--- src/rtl/segdist_pkg.sv ---
// Shared constants and types of the segment-to-segment distance pipeline.
`default_nettype none

package segdist_pkg;

  localparam int CW          = 20;
  localparam int NIN         = 12;
  localparam int DW          = CW + 1;
  localparam int PW          = 2 * DW;
  localparam int SW          = PW + 2;
  localparam int WW          = 2 * SW;
  localparam int MH          = SW / 2;
  localparam int CFRAC       = 4;
  localparam int PFRAC       = 16;
  localparam int QW          = PFRAC + 1;
  localparam int DIV_STEPS   = PFRAC;
  localparam int PRW         = DW + QW + 2;
  localparam int SQH         = PRW / 2;
  localparam int SQW         = 2 * PRW;
  localparam int SUMW        = SQW + 2;
  localparam int OW          = 21;
  localparam int XW          = 2 * OW;
  localparam int RW          = XW + 2;
  localparam int TW          = 16;
  localparam int SQ_SH       = TW - 2 * CFRAC;
  localparam int SQ_LIM_ADD  = (1 << SQ_SH) - 1;
  localparam int TDATA_IN_W  = ((NIN * CW + 7) / 8) * 8;
  localparam int TDATA_OUT_W = ((OW + 7) / 8) * 8;
  localparam int CFG_IW      = 1;

  localparam logic [TW-1:0] THR_RESET = TW'(66);

  localparam logic [CFG_IW-1:0] REG_PARALLEL = CFG_IW'(0);
  localparam logic [CFG_IW-1:0] REG_ZERO     = CFG_IW'(1);

  // Fractional scale of a numerator/denominator pair
  localparam logic [1:0] FR_NONE = 2'd0;
  localparam logic [1:0] FR_SQ   = 2'd1;
  localparam logic [1:0] FR_QUAD = 2'd2;

  typedef struct packed {
    logic [2:0][DW-1:0] u;
    logic [2:0][DW-1:0] v;
    logic [2:0][DW-1:0] w;
  } geo_t;

  typedef struct packed {
    logic [SW-1:0] a;
    logic [SW-1:0] b;
    logic [SW-1:0] c;
    logic [SW-1:0] d;
    logic [SW-1:0] e;
  } dot_t;

  typedef struct packed {
    logic [WW-1:0] sn;
    logic [WW-1:0] sd;
    logic [WW-1:0] tn;
    logic [WW-1:0] td;
    logic [1:0]    sfr;
    logic [1:0]    tfr;
  } sel_t;

  typedef struct packed {
    logic zero;
    logic one;
  } div_flags_t;

endpackage

`default_nettype wire

--- src/rtl/segdist_isqrt.sv ---
// Pipelined integer square root, one root bit per stage.
`default_nettype none

module segdist_isqrt (
  input  wire logic                         clk_i,
  input  wire logic                         en_i,
  input  wire logic [segdist_pkg::XW-1:0]   x_i,
  output logic      [segdist_pkg::OW-1:0]   root_o
);

  localparam int N  = segdist_pkg::OW;
  localparam int RW = segdist_pkg::RW;

  logic [RW-1:0] rem_q  [N];
  logic [N-1:0]  root_q [N];

  for (genvar gi = 0; gi < N; gi++) begin : g_step
    localparam int K = N - 1 - gi;
    logic [RW-1:0] rem_in;
    logic [N-1:0]  root_in;
    logic [RW-1:0] trial;
    logic          ge;

    if (gi == 0) begin : g_first
      assign rem_in  = RW'(x_i);
      assign root_in = '0;
    end else begin : g_next
      assign rem_in  = rem_q[gi-1];
      assign root_in = root_q[gi-1];
    end

    assign trial = (RW'(root_in) << (K + 1)) + (RW'(1) << (2 * K));
    assign ge    = (rem_in >= trial);

    always_ff @(posedge clk_i) begin
      if (en_i) begin
        rem_q[gi]  <= ge ? (rem_in - trial) : rem_in;
        root_q[gi] <= root_in | (N'(ge) << K);
      end
    end
  end

  assign root_o = root_q[N-1];

endmodule

`default_nettype wire

--- config.mk ---
export PLATFORM = sky130hd
export DESIGN_NAME = segdist_isqrt
export DESIGN_NICKNAME = d
export VERILOG_FILES = /design/src/rtl/segdist_pkg.sv /design/src/rtl/segdist_isqrt.sv
export SDC_FILE = /design/constraint.sdc
export NUM_CORES = 2
export LEC_CHECK = 0
export BUFFER_PORTS_ARGS = -buffer_cell sky130_fd_sc_hd__clkbuf_2
export CAP_MARGIN = 20
export CORE_UTILIZATION = 24
export DETAILED_ROUTE_END_ITERATION = 8
export PLACE_DENSITY = 0.46
export SYNTH_ARGS = -nofsm -noshare
export SYNTH_HDL_FRONTEND = slang
export SYNTH_SLANG_ARGS = --single-unit
--- constraint.sdc ---
create_clock -name clk_i -period 7.3 [get_ports clk_i]
set_input_delay 1.825 -clock clk_i [delete_from_list [all_inputs] [get_ports clk_i]]
set_output_delay 1.825 -clock clk_i [all_outputs]
set_load 0.005 [all_outputs]
* Word level (Yosys, flattened, before mapping)
Memories as Yosys holds them, arrays and structs flattened.
Cells that the tools add are included.
** Storage, ports and cells
- Memory bits (writable) :: 1365
- Word-level logic and storage cells :: 107
- Memories :: 2
- Input bits :: 44
- Register bits :: 0
** Cells by class
- Muxes and demuxes :: 23
- Add/sub/neg operators :: 41
- Bitwise operators :: 20
- Magnitude comparators :: 21
** Memory list
- rem_q :: words 21, bits a word 44, read ports 20, clocked after memory_dff 0, wr ports 21, RTL line segdist_isqrt.sv:14 : logic [RW-1:0] rem_q [N];
- root_q :: words 21, bits a word 21, read ports 21, clocked after memory_dff 0, wr ports 21, RTL line segdist_isqrt.sv:15 : logic [N-1:0] root_q [N];
** Operators by type and width (number)
- 44-bit two-way mux :: 21
- 44-bit by 23-bit >= comparator with 1-bit output :: 1
- 44-bit by 24-bit >= comparator with 1-bit output :: 1
- 44-bit by 25-bit >= comparator with 1-bit output :: 1
- 44-bit by 26-bit >= comparator with 1-bit output :: 1
- 44-bit by 27-bit >= comparator with 1-bit output :: 1
- 44-bit by 28-bit >= comparator with 1-bit output :: 1
- 44-bit by 29-bit >= comparator with 1-bit output :: 1
- 44-bit by 30-bit >= comparator with 1-bit output :: 1
- 44-bit by 31-bit >= comparator with 1-bit output :: 1
- 44-bit by 32-bit >= comparator with 1-bit output :: 1
- 44-bit by 33-bit >= comparator with 1-bit output :: 1
- 44-bit by 34-bit >= comparator with 1-bit output :: 1
- 44-bit by 35-bit >= comparator with 1-bit output :: 1
- 44-bit by 36-bit >= comparator with 1-bit output :: 1
- 44-bit by 37-bit >= comparator with 1-bit output :: 1
- 44-bit by 38-bit >= comparator with 1-bit output :: 1
- 44-bit by 39-bit >= comparator with 1-bit output :: 1
- 44-bit by 40-bit >= comparator with 1-bit output :: 1
- 44-bit by 41-bit >= comparator with 1-bit output :: 1
- 44-bit by 42-bit >= comparator with 1-bit output :: 1
- 44-bit by 23-bit subtractor with 44-bit output :: 1
- 44-bit by 24-bit subtractor with 44-bit output :: 1
- 44-bit by 25-bit subtractor with 44-bit output :: 1
- other kinds (60) :: 61

* Longest topological paths before layout
An unclocked memory read counts as a cell.
- Word-level depth :: 4
- Depth in mapped cells :: 12
- Depth with buffers taken out :: 11

* Worst setup path before layout
OpenSTA, ideal clock, no wires.
- Path kind :: reg-to-reg
- Start :: mem rem_q[2][97] (netlist name)
- End :: mem rem_q[2][163] (netlist name), data pin
- Slack :: 4.117 ns
- Data arrival time :: 2.912 ns
- Path buffers :: 2
- Stages on the path, launching flop included :: 12
- Setup time :: 0.271 ns
- Cell sequence :: edfxtp_1 ha_1 buf_2 nand3_1 or4_1 or3_1 nand4b_1 a211oi_2 or4_1 buf_2 o41ai_1 o31ai_1
** RTL lines (RTL line)
- start: declaration :: segdist_isqrt.sv:14

==> run summary <==
Core area -> 217600 um2
Worst Path Required -> 7770 ps
Setup TNS -> 0 ps
Final core utilization -> 27.73%
# IOs -> 65
Fin cells -> 7206
Relative slew slack -> 29.38%
Sequential fraction of the synthesis area -> 63.34%
Post-Synth Adder-Cell Area -> 5.897%
Die footprint -> 221100 um2
Overflow after GRT -> 0
Drt pass-1 iters -> 5
Worst VDD drop -> 0.0002573 V
Avg Cell Area, Syn -> 12.77 um2
Antenna diodes -> 0
Main combinational cell family by area after synthesis -> simple AND/OR/NAND/NOR gates
Register area -> 33330 um2
GRT Util Overall -> 9.762%
Setup Viol. Count Final -> 0
Fin Clk Skew -> 41.71 ps
Crit-path max FO -> 46
Placed cells -> 6990
Die Wd -> 470.3 um
Syn_nets -> 4413
Asr flop ratio synth -> 0%
Mapped cell area -> 52620 um2
Setup repair bufs after CTS -> 0
Post-cts sizing count -> 0
Drc violations -> 0
Final WL -> 109700 um
Total CTS buffers -> 116
Clk root buf -> clkbuf_16
Max-slew violations -> 0
R2R Path Start -> rem_q[2][94]
Yosys warning count -> 0
Initial cell density of the core -> 24.18%
Wire per inst -> 15.22 um
CTS H-Tree Depth -> 3
MaxCap Viol Count -> 0
DP Wirelength -> 81780 um
Clock latency on the worst-skew pair -> 760 ps
Worst setup EP type -> register
Worst hold path class -> reg -> reg
CTS Hold Bufs -> 0
P_leak -> 21.76 nW
Final period utilization -> 54.83%
Setup crit start kind -> register
First-pass GRT wire length -> 173300 um
Final Wtd Congestion -> 0.8667
Simple-Gate Fraction of Synth Area -> 12.19%
RSZ-0062 raised after global routing -> false
Register bit total from synthesis -> 1110
Vias in the first global route -> 32140
Initial DRC Count -> 1651
Nets -> 4551
Largest net degree at the start of global routing -> 153
Post-synth EDFFs -> 1110
CTS tree -> done
Clk sinks -> 1110
F_max -> 249.8 MHz
P&R area growth vs syn -> 14.66%
Post-Synth XOR/XNOR Area -> 6.375%
Worst-path clk slew -> 60 ps
Vias/cell -> 4.318
Total Power -> 0.01693 W
Layout cells sized above 1 -> 7.399%
WP data arrival -> 4470 ps
Max Root-Sink Buffers -> 3
Antenna-violating nets left -> 0
Worst Setup Path Type -> reg -> reg
Row cnt -> 171
Critical Path Start -> rem_q[2][94]
Die height -> 470.3 um
HP Start -> rem_q[0][23]
Power Density -> 280.6 nW/um2
Compound-cell area share of the yosys netlist -> 8.683%
Post-synthesis mux area share -> 0.6895%
Antenna violations before repair -> 1
Multi-input logic area -> 17830 um2
Slew @ Worst Pin -> 1059 ps
Vias -> 31120
Count of cell types in the netlist -> 84
Final min period -> 4003 ps
Design Area, Final -> 60330 um2
Port Buffers -> 64
Main flop type after synthesis -> edfxtp_1
Placed inst area -> 56530 um2
Hold Vio Cnt, Final -> 0
Outcome -> completed
Synth Instances -> 4121
Fillcell total -> 22020
## worst paths after layout
check             endpoint  slack, ps  cells after the start
min reg2reg   rem_q[0][67]        430                      0
min           rem_q[0][67]        430                      0
max          rem_q[2][163]       3300                     10
max reg2reg  rem_q[2][163]       3300                     10
## cell type report
type	count	area share [%]
flip-flops and latches	1110	55.25
multi-input cells	2627	29.56
well taps	2854	5.919
repair buffers	97	1.163
inverters	307	1.910
clock buffers	146	5.033
clock inverters	65	1.170
## registers in the layout, summed over array words and instances (netlist names)
name and count:
root_q 231, rem_q 879
## cells in the mapped netlist, types with 53 or more instances
cell | instances | area share, %
nand4_1 | 57 | 0.68
a21o_1 | 63 | 0.90
nand3_1 | 76 | 0.72
o21ai_0 | 172 | 1.6
a21oi_1 | 217 | 2.1
o21a_1 | 64 | 0.91
nor3_1 | 127 | 1.2
xnor2_1 | 204 | 3.4
nor2_1 | 273 | 1.9
xor2_1 | 179 | 3.0
edfxtp_1 | 1110 | 63
or3_1 | 53 | 0.63
nor4_1 | 140 | 1.7
ha_1 | 248 | 5.9
inv_1 | 305 | 2.2
nand2_1 | 267 | 1.9
## metrics by stage
stage	hold WS (ps)	setup WS, ps
finish	433.5	3297
CTS	412.6	3272
global route	433.4	3076
floorplan	416.6	4117
global placement	427.3	3272
detailed placement	431.2	3283
## cells in the final DEF (no fill, tap or decap), drive strengths merged, types with 7 or more instances in the layout
master	instances
xor2	179
nand2b	49
nor2b	28
or4	44
o21ai	174
inv	308
o21a	64
bufinv	11
a2111oi	9
and3	14
a211oi	21
nor4	141
a31o	9
a21boi	7
ha	248
and4	8
xnor2	204
buf	32
nor3	127
a21o	63
nand3b	15
mux2	26
nor4b	17
a31oi	15
o211ai	18
nor2	274
nand4b	21
and2	11
mux2i	7
a21oi	217
nand4	57
or2	20
nand3	76
nand2	267
clkbuf	211
o21bai	23
or3	54
clkinv	53
edfxtp	1110
o31ai	34
## per-layer routing
metal,track usage (%),vias up,routed length [um]
met5,0,-,0
met4,3.672,0,3653
met3,1.637,232,3162
met2,18.88,475,58680
met1,10.43,14680,44210
li1,-,15730,-
## logic make-up after synthesis
kind of cell	count (synthesis)
AO/OA/AOI/OAI	722
XOR/XNOR	383
adder cells (fa/ha/maj)	248
buffers and inverters	384
flip-flops	1110
multiplexers	33
other	1
AND/OR/NAND/NOR	1240
## critical path, stage by stage (launching register included)
cell and delay, ps:
edfxtp_1 410, ha_1 380, nand4b_1 190, or4_1 620, or3_1 410, nand4b_1 180
a211oi_4 40, buf_4 280, or4_1 760, o41ai_1 330, o31ai_1 120
## power by group
part	leakage [nW]	switching (W)	internal, W	total [W]
Sequential	10.6	0.000520	0.00792	0.00844
Clock	1.82	0.00247	0.00333	0.00580
Combinational	9.31	0.00158	0.00111	0.00269
No activity file was read; power rests on OpenSTA's default activity.
